`src/sv/qta_pkg.sv`:
```
// Shared constants, types and tile helpers of the quadtree tile allocator.
`default_nettype none
package qta_pkg;

  localparam int ATLAS_EDGE   = 4096;
  localparam int LARGEST_TILE = 1024;
  localparam int CLASS_COUNT  = 4;
  localparam int MAX_RUN      = 6;

  localparam int GRID_SIDE   = (ATLAS_EDGE + LARGEST_TILE - 1) / LARGEST_TILE;
  localparam int TOP_DEPTH   = GRID_SIDE * GRID_SIDE;
  localparam int SPLIT_DEPTH = 3;

  // Field widths of the item formats
  localparam int CMD_W   = 1;
  localparam int CLSIN_W = 4;
  localparam int CNT_W   = 3;
  localparam int COORD_W = 12;
  localparam int EDGE_W  = 11;
  localparam int TILES_W = 11;
  localparam int AREA_W  = 25;

  localparam int CLS_W   = (CLASS_COUNT > 1) ? $clog2(CLASS_COUNT) : 1;
  localparam int TOP_FW  = $clog2(TOP_DEPTH + 1);
  localparam int TOP_IW  = (TOP_DEPTH > 1) ? $clog2(TOP_DEPTH) : 1;
  localparam int SPL_FW  = 2;
  localparam int RUN_IW  = (MAX_RUN > 1) ? $clog2(MAX_RUN) : 1;

  localparam logic [CMD_W-1:0] CMD_RESET = 1'b0;
  localparam logic [CMD_W-1:0] CMD_ALLOC = 1'b1;

  // Controller to datapath commands
  typedef struct packed {
    logic              seed;
    logic              snap;
    logic              restore;
    logic              pop;
    logic              split;
    logic              store;
    logic              emit;
    logic              emit_ok;
    logic              emit_last;
    logic              emit_tile;
    logic [CLS_W-1:0]  cls;
    logic [RUN_IW-1:0] idx;
  } qta_cmd_t;

  // Datapath to controller status
  typedef struct packed {
    logic found;
    logic at_class;
    logic out_free;
  } qta_stat_t;

  // Left edge of a seeded largest tile at stack position idx
  function automatic logic [COORD_W-1:0] top_x(input logic [TOP_IW-1:0] idx);
    return COORD_W'((32'(idx) % GRID_SIDE) * LARGEST_TILE);
  endfunction

  // Top edge of a seeded largest tile at stack position idx
  function automatic logic [COORD_W-1:0] top_y(input logic [TOP_IW-1:0] idx);
    return COORD_W'((32'(idx) / GRID_SIDE) * LARGEST_TILE);
  endfunction

  function automatic logic [EDGE_W-1:0] class_edge(input logic [CLS_W-1:0] c);
    return EDGE_W'(LARGEST_TILE) >> c;
  endfunction

  function automatic logic [AREA_W-1:0] class_area(input logic [CLS_W-1:0] c);
    return AREA_W'(LARGEST_TILE * LARGEST_TILE) >> (2 * c);
  endfunction

endpackage
`default_nettype wire

```
`src/sv/quadtree_tile_allocator.sv`:
```
// Top level of the quadtree tile allocator.
//
//  channel | dir | handshake          | contents
//  s       | in  | s_tvalid/s_tready  | tuser: command; tdata: size_class, tile_count
//  m       | out | m_tvalid/m_tready  | tuser: success; tlast: last_of_run; tdata: tiles
//
// A request is accepted and decoded, then for each tile a free tile is popped, split
// once per level down to the requested class and stored; the results then leave
// one at a time through the single output register.
// rst clears fills and totals to the seeded atlas at once; no clearing pass.
// A stalled output holds the sequencer; no new item is taken until the last
// result of a request is loaded.
`default_nettype none
module quadtree_tile_allocator
  import qta_pkg::*;
(
  input  wire logic        clk,
  input  wire logic        rst,
  input  wire logic        s_tvalid,
  output logic             s_tready,
  input  wire logic [7:0]  s_tdata,   // size_class[3:0], tile_count[6:4], zero[7]
  input  wire logic        s_tuser,   // command
  output logic             m_tvalid,
  input  wire logic        m_tready,
  output logic [71:0]      m_tdata,   // tile_x, tile_y, tile_edge, tiles_in_use,
                                      // area_in_use, zero[71]
  output logic             m_tuser,   // success
  output logic             m_tlast
);

  qta_cmd_t  cmd;
  qta_stat_t stat;

  qta_ctrl u_ctrl (
    .clk        (clk),
    .rst        (rst),
    .s_tvalid   (s_tvalid),
    .s_tready   (s_tready),
    .command    (s_tuser),
    .size_class (s_tdata[3:0]),
    .tile_count (s_tdata[6:4]),
    .stat       (stat),
    .cmd        (cmd)
  );

  qta_dp u_dp (
    .clk      (clk),
    .rst      (rst),
    .cmd      (cmd),
    .stat     (stat),
    .m_tvalid (m_tvalid),
    .m_tready (m_tready),
    .m_tdata  (m_tdata),
    .m_tuser  (m_tuser),
    .m_tlast  (m_tlast)
  );

endmodule
`default_nettype wire

```
`src/sv/qta_dp.sv`:
```
// Datapath of the quadtree tile allocator: free stacks, snapshot, tiles, totals, output.
`default_nettype none
module qta_dp
  import qta_pkg::*;
(
  input  wire logic                clk,
  input  wire logic                rst,
  input  wire qta_cmd_t            cmd,
  output qta_stat_t                stat,
  output logic                     m_tvalid,
  input  wire logic                m_tready,
  output logic [71:0]              m_tdata,
  output logic                     m_tuser,
  output logic                     m_tlast
);

  logic [TOP_FW-1:0]  top_fill;
  logic [TOP_FW-1:0]  top_fill_rb;
  logic [SPL_FW-1:0]  spl_fill    [CLASS_COUNT];
  logic [SPL_FW-1:0]  spl_fill_rb [CLASS_COUNT];
  logic [COORD_W-1:0] spl_x    [CLASS_COUNT][SPLIT_DEPTH];
  logic [COORD_W-1:0] spl_y    [CLASS_COUNT][SPLIT_DEPTH];
  logic [COORD_W-1:0] spl_x_rb [CLASS_COUNT][SPLIT_DEPTH];
  logic [COORD_W-1:0] spl_y_rb [CLASS_COUNT][SPLIT_DEPTH];
  logic [COORD_W-1:0] got_x [MAX_RUN];
  logic [COORD_W-1:0] got_y [MAX_RUN];
  logic [COORD_W-1:0] cur_x, cur_y;
  logic [CLS_W-1:0]   lvl;
  logic [TILES_W-1:0] tiles;
  logic [AREA_W-1:0]  area;
  logic               found;
  logic [CLS_W-1:0]   k;
  logic [TOP_IW-1:0]  top_idx;
  logic [SPL_FW-1:0]  spl_idx;
  logic [CLS_W-1:0]   nxt;
  logic [COORD_W-1:0] half;
  logic [TILES_W-1:0] tiles_next;
  logic [AREA_W-1:0]  area_next;

  // Find the nearest non-empty class at or above the requested one
  always_comb begin
    found = 1'b0;
    k     = '0;
    for (int c = 0; c < CLASS_COUNT; c++) begin
      if (CLS_W'(c) <= cmd.cls) begin
        if ((c == 0) ? (top_fill != '0) : (spl_fill[c] != '0)) begin
          found = 1'b1;
          k     = CLS_W'(c);
        end
      end
    end
  end

  assign top_idx    = TOP_IW'(top_fill - TOP_FW'(1));
  assign spl_idx    = spl_fill[k] - SPL_FW'(1);
  assign nxt        = lvl + CLS_W'(1);
  assign half       = COORD_W'(class_edge(nxt));
  assign tiles_next = tiles + TILES_W'(1);
  assign area_next  = area + class_area(cmd.cls);

  assign stat.found    = found;
  assign stat.at_class = (lvl == cmd.cls);
  assign stat.out_free = !m_tvalid || m_tready;

  // Fill counts and totals
  always_ff @(posedge clk) begin
    if (rst || cmd.seed) begin
      top_fill <= TOP_FW'(TOP_DEPTH);
      for (int c = 0; c < CLASS_COUNT; c++) spl_fill[c] <= '0;
      tiles <= '0;
      area  <= '0;
    end else begin
      if (cmd.restore) begin
        top_fill <= top_fill_rb;
        for (int c = 0; c < CLASS_COUNT; c++) spl_fill[c] <= spl_fill_rb[c];
      end
      if (cmd.pop) begin
        if (k == '0) top_fill <= top_fill - TOP_FW'(1);
        else spl_fill[k] <= spl_idx;
      end
      if (cmd.split) spl_fill[nxt] <= SPL_FW'(SPLIT_DEPTH);
      if (cmd.emit && cmd.emit_tile) begin
        tiles <= tiles_next;
        area  <= area_next;
      end
    end
  end

  // Stack contents, snapshot and working tile
  always_ff @(posedge clk) begin
    if (cmd.snap) begin
      top_fill_rb <= top_fill;
      for (int c = 0; c < CLASS_COUNT; c++) begin
        spl_fill_rb[c] <= spl_fill[c];
        for (int e = 0; e < SPLIT_DEPTH; e++) begin
          spl_x_rb[c][e] <= spl_x[c][e];
          spl_y_rb[c][e] <= spl_y[c][e];
        end
      end
    end
    if (cmd.restore) begin
      for (int c = 0; c < CLASS_COUNT; c++) begin
        for (int e = 0; e < SPLIT_DEPTH; e++) begin
          spl_x[c][e] <= spl_x_rb[c][e];
          spl_y[c][e] <= spl_y_rb[c][e];
        end
      end
    end
    if (cmd.pop) begin
      lvl <= k;
      if (k == '0) begin
        cur_x <= top_x(top_idx);
        cur_y <= top_y(top_idx);
      end else begin
        cur_x <= spl_x[k][spl_idx];
        cur_y <= spl_y[k][spl_idx];
      end
    end
    // Keep the top-left quadrant, push the other three
    if (cmd.split) begin
      spl_x[nxt][0] <= cur_x + half;
      spl_y[nxt][0] <= cur_y;
      spl_x[nxt][1] <= cur_x;
      spl_y[nxt][1] <= cur_y + half;
      spl_x[nxt][2] <= cur_x + half;
      spl_y[nxt][2] <= cur_y + half;
      lvl <= nxt;
    end
    if (cmd.store) begin
      got_x[cmd.idx] <= cur_x;
      got_y[cmd.idx] <= cur_y;
    end
  end

  // Output register
  always_ff @(posedge clk) begin
    if (rst) begin
      m_tvalid <= 1'b0;
    end else if (cmd.emit) begin
      m_tvalid <= 1'b1;
    end else if (m_tready) begin
      m_tvalid <= 1'b0;
    end
  end

  always_ff @(posedge clk) begin
    if (cmd.emit) begin
      m_tuser <= cmd.emit_ok;
      m_tlast <= cmd.emit_last;
      if (cmd.emit_tile) begin
        m_tdata <= {1'b0, area_next, tiles_next, class_edge(cmd.cls),
                    got_y[cmd.idx], got_x[cmd.idx]};
      end else begin
        m_tdata <= {1'b0, area, tiles, EDGE_W'(0), COORD_W'(0), COORD_W'(0)};
      end
    end
  end

endmodule
`default_nettype wire

```
`src/sv/qta_ctrl.sv`:
```
// Controller of the quadtree tile allocator: request sequencing state machine.
`default_nettype none
module qta_ctrl
  import qta_pkg::*;
(
  input  wire logic               clk,
  input  wire logic               rst,
  input  wire logic               s_tvalid,
  output logic                    s_tready,
  input  wire logic [CMD_W-1:0]   command,
  input  wire logic [CLSIN_W-1:0] size_class,
  input  wire logic [CNT_W-1:0]   tile_count,
  input  wire qta_stat_t          stat,
  output qta_cmd_t                cmd
);

  localparam logic [2:0] S_IDLE  = 3'd0;
  localparam logic [2:0] S_TAKE  = 3'd1;
  localparam logic [2:0] S_SPLIT = 3'd2;
  localparam logic [2:0] S_EMIT  = 3'd3;
  localparam logic [2:0] S_FAIL  = 3'd4;
  localparam logic [2:0] S_ACK   = 3'd5;

  logic [2:0]        state, state_next;
  logic [CLS_W-1:0]  cls;
  logic [CNT_W-1:0]  cnt;
  logic [RUN_IW-1:0] cnt_i;
  logic [CLS_W-1:0]  cls_clamped;
  logic              accept;
  logic              last_take;
  logic              last_emit;

  assign s_tready    = (state == S_IDLE);
  assign accept      = s_tvalid && s_tready;
  assign cls_clamped = (size_class > CLSIN_W'(CLASS_COUNT - 1))
                       ? CLS_W'(CLASS_COUNT - 1) : CLS_W'(size_class);
  assign last_take   = (CNT_W'(cnt_i) + CNT_W'(1) == cnt);
  assign last_emit   = last_take;

  // Decode commands and next state
  always_comb begin
    cmd        = '0;
    cmd.cls    = cls;
    cmd.idx    = cnt_i;
    state_next = state;
    unique case (state)
      S_IDLE: begin
        if (accept) begin
          if (command == CMD_RESET) begin
            cmd.seed   = 1'b1;
            state_next = S_ACK;
          end else if (tile_count == '0 || tile_count > CNT_W'(MAX_RUN)) begin
            state_next = S_FAIL;
          end else begin
            cmd.snap   = 1'b1;
            state_next = S_TAKE;
          end
        end
      end
      S_TAKE: begin
        if (stat.found) begin
          cmd.pop    = 1'b1;
          state_next = S_SPLIT;
        end else begin
          cmd.restore = 1'b1;
          state_next  = S_FAIL;
        end
      end
      S_SPLIT: begin
        if (stat.at_class) begin
          cmd.store  = 1'b1;
          state_next = last_take ? S_EMIT : S_TAKE;
        end else begin
          cmd.split = 1'b1;
        end
      end
      S_EMIT: begin
        if (stat.out_free) begin
          cmd.emit      = 1'b1;
          cmd.emit_ok   = 1'b1;
          cmd.emit_tile = 1'b1;
          cmd.emit_last = last_emit;
          if (last_emit) state_next = S_IDLE;
        end
      end
      S_FAIL, S_ACK: begin
        if (stat.out_free) begin
          cmd.emit      = 1'b1;
          cmd.emit_ok   = (state == S_ACK);
          cmd.emit_last = 1'b1;
          state_next    = S_IDLE;
        end
      end
      default: state_next = S_IDLE;
    endcase
  end

  // Hold request, advance counters
  always_ff @(posedge clk) begin
    if (rst) begin
      state <= S_IDLE;
      cnt_i <= '0;
    end else begin
      state <= state_next;
      if (accept) begin
        cls   <= cls_clamped;
        cnt   <= tile_count;
        cnt_i <= '0;
      end else if (cmd.store) begin
        cnt_i <= last_take ? '0 : cnt_i + RUN_IW'(1);
      end else if (cmd.emit && cmd.emit_tile) begin
        cnt_i <= cnt_i + RUN_IW'(1);
      end
    end
  end

endmodule
`default_nettype wire
```
`config.mk`:
```
export PLATFORM = sky130hd
export DESIGN_NAME = quadtree_tile_allocator
export DESIGN_NICKNAME = d
export VERILOG_FILES = /design/src/sv/qta_pkg.sv /design/src/sv/quadtree_tile_allocator.sv /design/src/sv/qta_dp.sv /design/src/sv/qta_ctrl.sv
export SDC_FILE = /design/constraint.sdc
export NUM_CORES = 1
export LEC_CHECK = 0
export ABC_AREA = 0
export ABC_CLOCK_PERIOD_IN_PS = 14950
export BUFFER_PORTS_ARGS = -buffer_cell sky130_fd_sc_hd__buf_2
export CORE_MARGIN = 2
export CORE_UTILIZATION = 39
export CTS_CLUSTER_SIZE = 24
export DETAILED_ROUTE_END_ITERATION = 10
export PLACE_DENSITY = 0.66
export SETUP_SLACK_MARGIN = 0.02
export SLEW_MARGIN = 20
export SYNTH_ARGS = -nofsm -noshare
export SYNTH_HDL_FRONTEND = slang
export SYNTH_SLANG_ARGS = --single-unit
```
`constraint.sdc`:
```
create_clock -name clk -period 14.95 [get_ports clk]
set_clock_uncertainty 0.2 [all_clocks]
set_input_delay 0.7475 -clock clk [delete_from_list [all_inputs] [get_ports clk]]
set_output_delay 0.7475 -clock clk [all_outputs]
set_load 0.01 [all_outputs]
```
==> impl_metrics.env, run 1 <==
export IMPL_cellPowerDensity_nw_per_um2=149
export IMPL_io_pins=89
export IMPL_setup_viol=0
export IMPL_synth_ff_type="edfxtp_1"
export IMPL_final_hold_viol_count=0
export IMPL_reg2regPathDepth=6
export IMPL_cp_data_required_time_ns=15.00
export IMPL_vias_per_cell=5.38
export IMPL_hp_class="in -> reg"
export IMPL_portBuffers=65
export IMPL_antenna_found_initial=0
export IMPL_dr_first_iter_drc_count=1896
export IMPL_wl_per_cell_um=20.5
export IMPL_p_leak_uw=0.0140
export IMPL_cts_root_buffer="clkbuf_16"
export IMPL_initial_core_util_pct=39.3
export IMPL_cts_max_level=3
export IMPL_wl_um=77000
export IMPL_place_gp_congestion=0.808
export IMPL_clock_path_buffers=3
export IMPL_final_cell_mix="edfxtp_1 (820), nand2_1 (770), nor2_1 (97)"
export IMPL_grt_pass1_vias=20369
export IMPL_drive_gt1_share_pct=10.8
export IMPL_die_y_um=300
export IMPL_clk_latency_ns=0.63
export IMPL_crit_start="u_ctrl.cls[1]"
export IMPL_r2r_end="u_dp.spl_x[1][2]"
export IMPL_critPathArrivalTime_ns=4.90
export IMPL_hold_start="s_tdata[6]"
export IMPL_antennaDiodeCount=0
export IMPL_core_area_um2=86900
export IMPL_cp_max_fo=74
export IMPL_gr_total_overflow=0
export IMPL_grt_pass1_wl_um=119000
export IMPL_final_common_cell="edfxtp_1"
export IMPL_synth_seq_cells=857
export IMPL_setup_slack_ns=10.10
export IMPL_grt_max_degree=91
export IMPL_yosys_cell_types_count=71
export IMPL_cap_violations=0
export IMPL_dp_hpwl_um=41600
export IMPL_ys_seq_area_share_pct=74.2
export IMPL_tns_ns=0
export IMPL_clk_pin_slew_ns=0.06
export IMPL_cts_setup_buffers=0
export IMPL_netlist_area_um2=34200
export IMPL_fin_crit_sh_pct=32.4
export IMPL_cts_num_sinks=857
export IMPL_antenna_left=0
export IMPL_nNetsFinal=2578
export IMPL_fin_hold_ws_ns=0.146
export IMPL_peakVddDrop_v=0.000101
export IMPL_path_class="reg -> reg"
export IMPL_drc=0
export IMPL_hold_depth=1
export IMPL_async_flop_share_pct=0
export IMPL_tightest_slew_ns=1.07
export IMPL_grt_total_usage_pct=16.9
export IMPL_synth_edf_count=820
export IMPL_cts_tree="built"
export IMPL_numCtsBuffers=82
export IMPL_syn_avg_cell_area_um2=13.8
export IMPL_cts_resized=0
export IMPL_maxSlewHeadroom_pct=29.0
export IMPL_start_kind="flop"
export IMPL_final_max_slew_viol_count=0
export IMPL_fmax_mhz=206
export IMPL_period_minus_slack_ns=4.85
export IMPL_syn_inst=2486
export IMPL_ys_warnings_count=0
export IMPL_rows=108
export IMPL_regToRegStartpoint="u_ctrl.cls[1]"
export IMPL_rrSetupSlack_ns=10.10
export IMPL_drtPass1Iterations=7
export IMPL_status="finished clean"
export IMPL_hold_path_end="u_ctrl.cnt[2]"
export IMPL_die_x_um=300
export IMPL_rsz0062_at_grt="false"
export IMPL_hold_buffers=0
export IMPL_dieArea_um2=90100
export IMPL_vias=20247
export IMPL_cp_end_kind="flop"
export IMPL_dp_slack_ns=10.10
export IMPL_syn2layout_area_growth_pct=12.4
-- cell families (layout without fill, tap and decap cells) --
logic type	Yosys count	count (layout)	share of synthesized area (%)
muxes	78	78	3.18
buffers and inverters	165	267	2.39
adders and majority gates	23	23	0.886
DFF	857	857	74.2
and+or+nand+nor	1013	1013	12.0
AOI/OAI and AO/OA	315	315	6.44
other	1	22	0.0110
xor gates and xnor gates	34	34	0.871
-- per-stage QoR --
| step | utilization, % | power, uW | std cells | instance area (um^2) |
|---|---|---|---|---|
| global route | 44.2 | 5930 | 3764 | 38400 |
| global placement | 41.1 | 3640 | 3612 | 35700 |
| floorplan | - | 3440 | 2507 | 34300 |
| CTS | 44.2 | 5770 | 3763 | 38400 |
| detailed placement | 41.1 | 3660 | 3612 | 35700 |
| finish | 44.2 | 5740 | 3764 | 38400 |
-- registers in the layout, indices dropped and copies added (netlist names), 5 cells and up, named ones only --
register	cells
u_dp.area	11
u_dp.spl_fill_rb	8
u_dp.spl_fill	8
u_dp.tiles	11
u_dp.got_x	72
u_dp.got_y	72
u_dp.cur_y	12
u_dp.top_fill	5
u_dp.spl_y	144
u_dp.spl_y_rb	144
u_dp.spl_x_rb	142
u_dp.cur_x	12
u_dp.m_tdata	50
u_dp.top_fill_rb	5
u_dp.spl_x	142
-- power breakdown --
part	leakage [uW]	switching [uW]	internal [uW]
clock network	0.00133	893	1220
logic	0.00487	461	195
registers	0.00779	123	2840
total	0.0140	1480	4260
-- per-layer routing --
layer	wire length (um)	vias to the layer above	track usage, %
met5	0	-	0
met4	2200	0	6.02
met3	5670	148	2.17
met2	36400	871	27.8
met1	32700	10112	23.1
li1	-	9116	-
-- worst max path at each step --
stage,to,slack (ns),depth (start not counted)
floorplan,u_dp.spl_fill_rb[0][0],0.26,4
global placement,u_dp.spl_x_rb[0][28],10.20,8
detailed placement,u_dp.spl_x_rb[1][28],10.10,8
CTS,u_dp.spl_x[1][2],10.15,6
global route,u_dp.spl_x[1][13],9.86,6
finish,u_dp.spl_x[1][2],10.10,6
-- cells in the mapped netlist, types with 9 or more instances --
cell	instances	area share, %
nand3_1	50	0.73
nor2_1	99	1.1
dfxtp_1	37	2.2
buf_4	34	0.75
mux4_2	24	1.6
a211oi_1	29	0.64
clkbuf_1	51	0.56
inv_1	16	0.18
and2_1	33	0.60
nand2b_1	9	0.16
o221ai_1	20	0.51
xnor2_1	16	0.41
ha_1	21	0.77
a21o_1	45	0.99
buf_2	45	0.66
a31oi_1	12	0.22
o21ai_0	46	0.67
xor2_1	18	0.46
a311oi_1	24	0.61
o211ai_1	44	0.97
nand2_1	776	8.5
edfxtp_1	820	72
nor3_1	14	0.20
a21oi_1	54	0.79
buf_1	17	0.19
mux2i_1	51	1.5
-- layout make-up --
class / count / area [um^2]
Clock buffer: 106 / 2210
Clock inverter: 45 / 517
Fill cell: 7575 / 48500
Inverter: 16 / 60.1
Multi-Input combinational cell: 1485 / 8230
Sequential cell: 857 / 25400
Tap cell: 1155 / 1450
Timing Repair Buffer: 100 / 612
-- critical path, stage by stage (launching register included) --
cell      delay [ns]
edfxtp_1        0.73
o22a_2          0.37
buf_4           0.42
nor3_2          0.69
nand2_1         0.64
nand2_4         0.64
buf_4           0.72
No activity file was read; power rests on OpenSTA's default activity.
==> inputs of run 2 (changes only) <==
--- a/config.mk
+++ b/config.mk
@@ -6,7 +6,7 @@
 export NUM_CORES = 1
 export LEC_CHECK = 0
 export ABC_AREA = 0
-export ABC_CLOCK_PERIOD_IN_PS = 14950
+export ABC_CLOCK_PERIOD_IN_PS = 4350
 export BUFFER_PORTS_ARGS = -buffer_cell sky130_fd_sc_hd__buf_2
 export CORE_MARGIN = 2
 export CORE_UTILIZATION = 39
==> constraint.sdc (replaced) <==
create_clock -name clk -period 4.35 [get_ports clk]
set_clock_uncertainty 0.2 [all_clocks]
set_input_delay 0.2175 -clock clk [delete_from_list [all_inputs] [get_ports clk]]
set_output_delay 0.2175 -clock clk [all_outputs]
set_load 0.01 [all_outputs]
==> run 2 against run 1 <==
  * Register-to-register slack worse by 9.3 ns
  * Sequential share of layout area is 0.85 points lower
  * Design area is 1.3% higher
  * Combinational power grew to 3.6 times the previous value
  * Count of clock-buffer cells in the layout is 3 lower
  * Flip-flop and latch count stayed put
  * Setup slack worse by 9.3 ns
  * Core utilization is 0.57 points higher
  * First-iteration DRC count is 4.8% higher
==> impl_metrics.env, run 2 (synthesis results as in run 1) <==
export IMPL_dp_slack_ns=0.953
export IMPL_reg2regPathDepth=5
export IMPL_wl_per_cell_um=20.7
export IMPL_hp_class="in -> reg"
export IMPL_io_pins=89
export IMPL_maxSlewHeadroom_pct=30.9
export IMPL_start_kind="flop"
export IMPL_clk_latency_ns=0.64
export IMPL_dieArea_um2=90100
export IMPL_core_area_um2=86900
export IMPL_drtPass1Iterations=6
export IMPL_clock_path_buffers=3
export IMPL_grt_max_degree=85
export IMPL_cts_setup_buffers=0
export IMPL_numCtsBuffers=83
export IMPL_hold_path_end="u_ctrl.cnt[0]"
export IMPL_setup_viol=0
export IMPL_cp_cell_sequence="a21boi_2 -> nor3_2 -> nand2_1 -> nand2_4 -> buf_4"
export IMPL_pwr_share_seq_pct=51.1
export IMPL_cellPowerDensity_nw_per_um2=512
export IMPL_fin_crit_sh_pct=80.4
export IMPL_cts_num_sinks=857
export IMPL_cp_end_kind="flop"
export IMPL_period_minus_slack_ns=3.50
export IMPL_hold_depth=2
export IMPL_final_max_slew_viol_count=0
export IMPL_clkPwrFrac_pct=37.0
export IMPL_final_instance_count_excl_fill=3789
export IMPL_place_gp_congestion=0.817
export IMPL_final_common_cell="edfxtp_1"
export IMPL_status="finished clean"
export IMPL_cap_violations=0
export IMPL_final_hold_viol_count=0
export IMPL_antennaDiodeCount=0
export IMPL_cts_resized=0
export IMPL_path_class="reg -> reg"
export IMPL_cts_max_level=3
export IMPL_setup_slack_ns=0.851
export IMPL_initial_core_util_pct=39.3
export IMPL_rrSetupSlack_ns=0.85
export IMPL_dp_hpwl_um=45300
export IMPL_antenna_found_initial=1
export IMPL_grt_pass1_wl_um=122000
export IMPL_internal_power_uw=14800
export IMPL_rows=108
export IMPL_p_sw_share_pct=25.7
export IMPL_hold_start="s_tdata[4]"
export IMPL_crit_slowest_cell="nor3_2"
export IMPL_syn2layout_area_growth_pct=13.9
export IMPL_worstPathBufferInverterCount=1
export IMPL_drive_gt1_share_pct=11.4
export IMPL_vias=20454
export IMPL_dr_first_iter_drc_count=1987
export IMPL_largestRegisters="u_dp.spl_y (144), u_dp.spl_y_rb (144)"
export IMPL_vias_per_cell=5.40
export IMPL_antenna_left=0
export IMPL_peakVddDrop_v=0.000368
export IMPL_path_delay_family="simple AND/OR/NAND/NOR gates"
export IMPL_cp_data_required_time_ns=4.46
export IMPL_clk_pin_slew_ns=0.06
export IMPL_grt_pass1_vias=20843
export IMPL_cts_tree="built"
export IMPL_rsz0062_at_grt="false"
export IMPL_nNetsFinal=2608
export IMPL_final_cell_mix="edfxtp_1 (820), nand2_1 (770), nor2_1 (97)"
export IMPL_drc=0
export IMPL_cp_max_fo=25
export IMPL_p_leak_uw=0.0142
export IMPL_tightest_slew_ns=1.04
export IMPL_critPathMaxStageDelay_ns=0.64
export IMPL_p_switching_uw=5140
export IMPL_die_y_um=300
export IMPL_fin_hold_ws_ns=0.151
export IMPL_cts_root_buffer="clkbuf_16"
export IMPL_die_x_um=300
export IMPL_grt_total_usage_pct=17.3
export IMPL_r2r_end="u_dp.spl_y[1][11]"
export IMPL_portBuffers=65
export IMPL_wl_um=78400
export IMPL_critPathArrivalTime_ns=3.61
export IMPL_placed_cells=3630
export IMPL_regToRegStartpoint="u_ctrl.cls[1]"
export IMPL_fmax_mhz=286
export IMPL_gr_total_overflow=0
export IMPL_combPwrFrac_pct=11.9
-- run 2: cell count changes in the layout (fill, tap and decap cells not counted), moves of 4 or more --
cell,delta
buf_12,+17
dlygate4sd3_1,+12
clkbuf_1,-7
clkinvlp_4,+4
-- run 2: final cells by class --
cell class | instances | area, um^2
clock buffer | 103 | 2270
clock inverter | 44 | 509
fill | 7557 | 48000
inverter | 16 | 60.1
multi-input combinational | 1485 | 8220
sequential | 857 | 25400
tap | 1155 | 1450
timing repair buffer | 129 | 1060
-- run 2: timing repair --
action,CTS,global route
hold buffers,12,0
endpoints found under the hold margin,39,0
endpoints found under the setup margin,0,0
-- run 2: power groups by stage --
| stage | sequential (uW) | clock, uW | combinational (uW) |
|---|---|---|---|
| 2_1_floorplan | 10200 | 0 | 1520 |
| 3_3_place_gp | 10300 | 0 | 2300 |
| 3_5_place_dp | 10300 | 0 | 2350 |
| 4_1_cts | 10200 | 7510 | 2380 |
| 5_1_grt | 10200 | 7810 | 2590 |
| 6_report | 10200 | 7390 | 2370 |
-- run 2: layer usage --
| metal | share of wire [%] | track usage (%) | routed length [um] |
|---|---|---|---|
| met1 | 41 | 23.3 | 32200 |
| met2 | 48 | 28.9 | 37600 |
| met3 | 8.6 | 2.81 | 6700 |
| met4 | 2.4 | 5.49 | 1880 |
| met5 | 0 | 0 | 0 |
-- run 2: worst max path at each step --
| stage | depth (start not counted) | from | endpoint | slack, ns |
|---|---|---|---|---|
| after floorplan | 4 | u_ctrl.state[2] | u_dp.spl_fill_rb[0][0] | -1.53 |
| after global placement | 5 | u_ctrl.cls[1] | u_dp.spl_x[1][11] | 1.02 |
| after detailed placement | 5 | u_ctrl.cls[1] | u_dp.spl_x[1][35] | 0.95 |
| after CTS | 5 | u_ctrl.cls[1] | u_dp.spl_y[1][23] | 0.84 |
| after global routing | 6 | u_ctrl.cls[0] | u_dp.spl_y[1][11] | 0.68 |
| final | 5 | u_ctrl.cls[1] | u_dp.spl_y[1][11] | 0.85 |
-- run 2: through the flow --
| stage | total power (uW) | cell area (um^2) | TNS [ns] | util, % |
|---|---|---|---|---|
| 3_5_place_dp | 12700 | 36000 | 0 | 41.5 |
| 6_report | 19900 | 38900 | 0 | 44.8 |
| 3_3_place_gp | 12600 | 36000 | 0 | 41.5 |
| 5_1_grt | 20600 | 38900 | 0 | 44.8 |
| 4_1_cts | 20100 | 38900 | 0 | 44.8 |
| 2_1_floorplan | 11700 | 34300 | -458.01 | - |
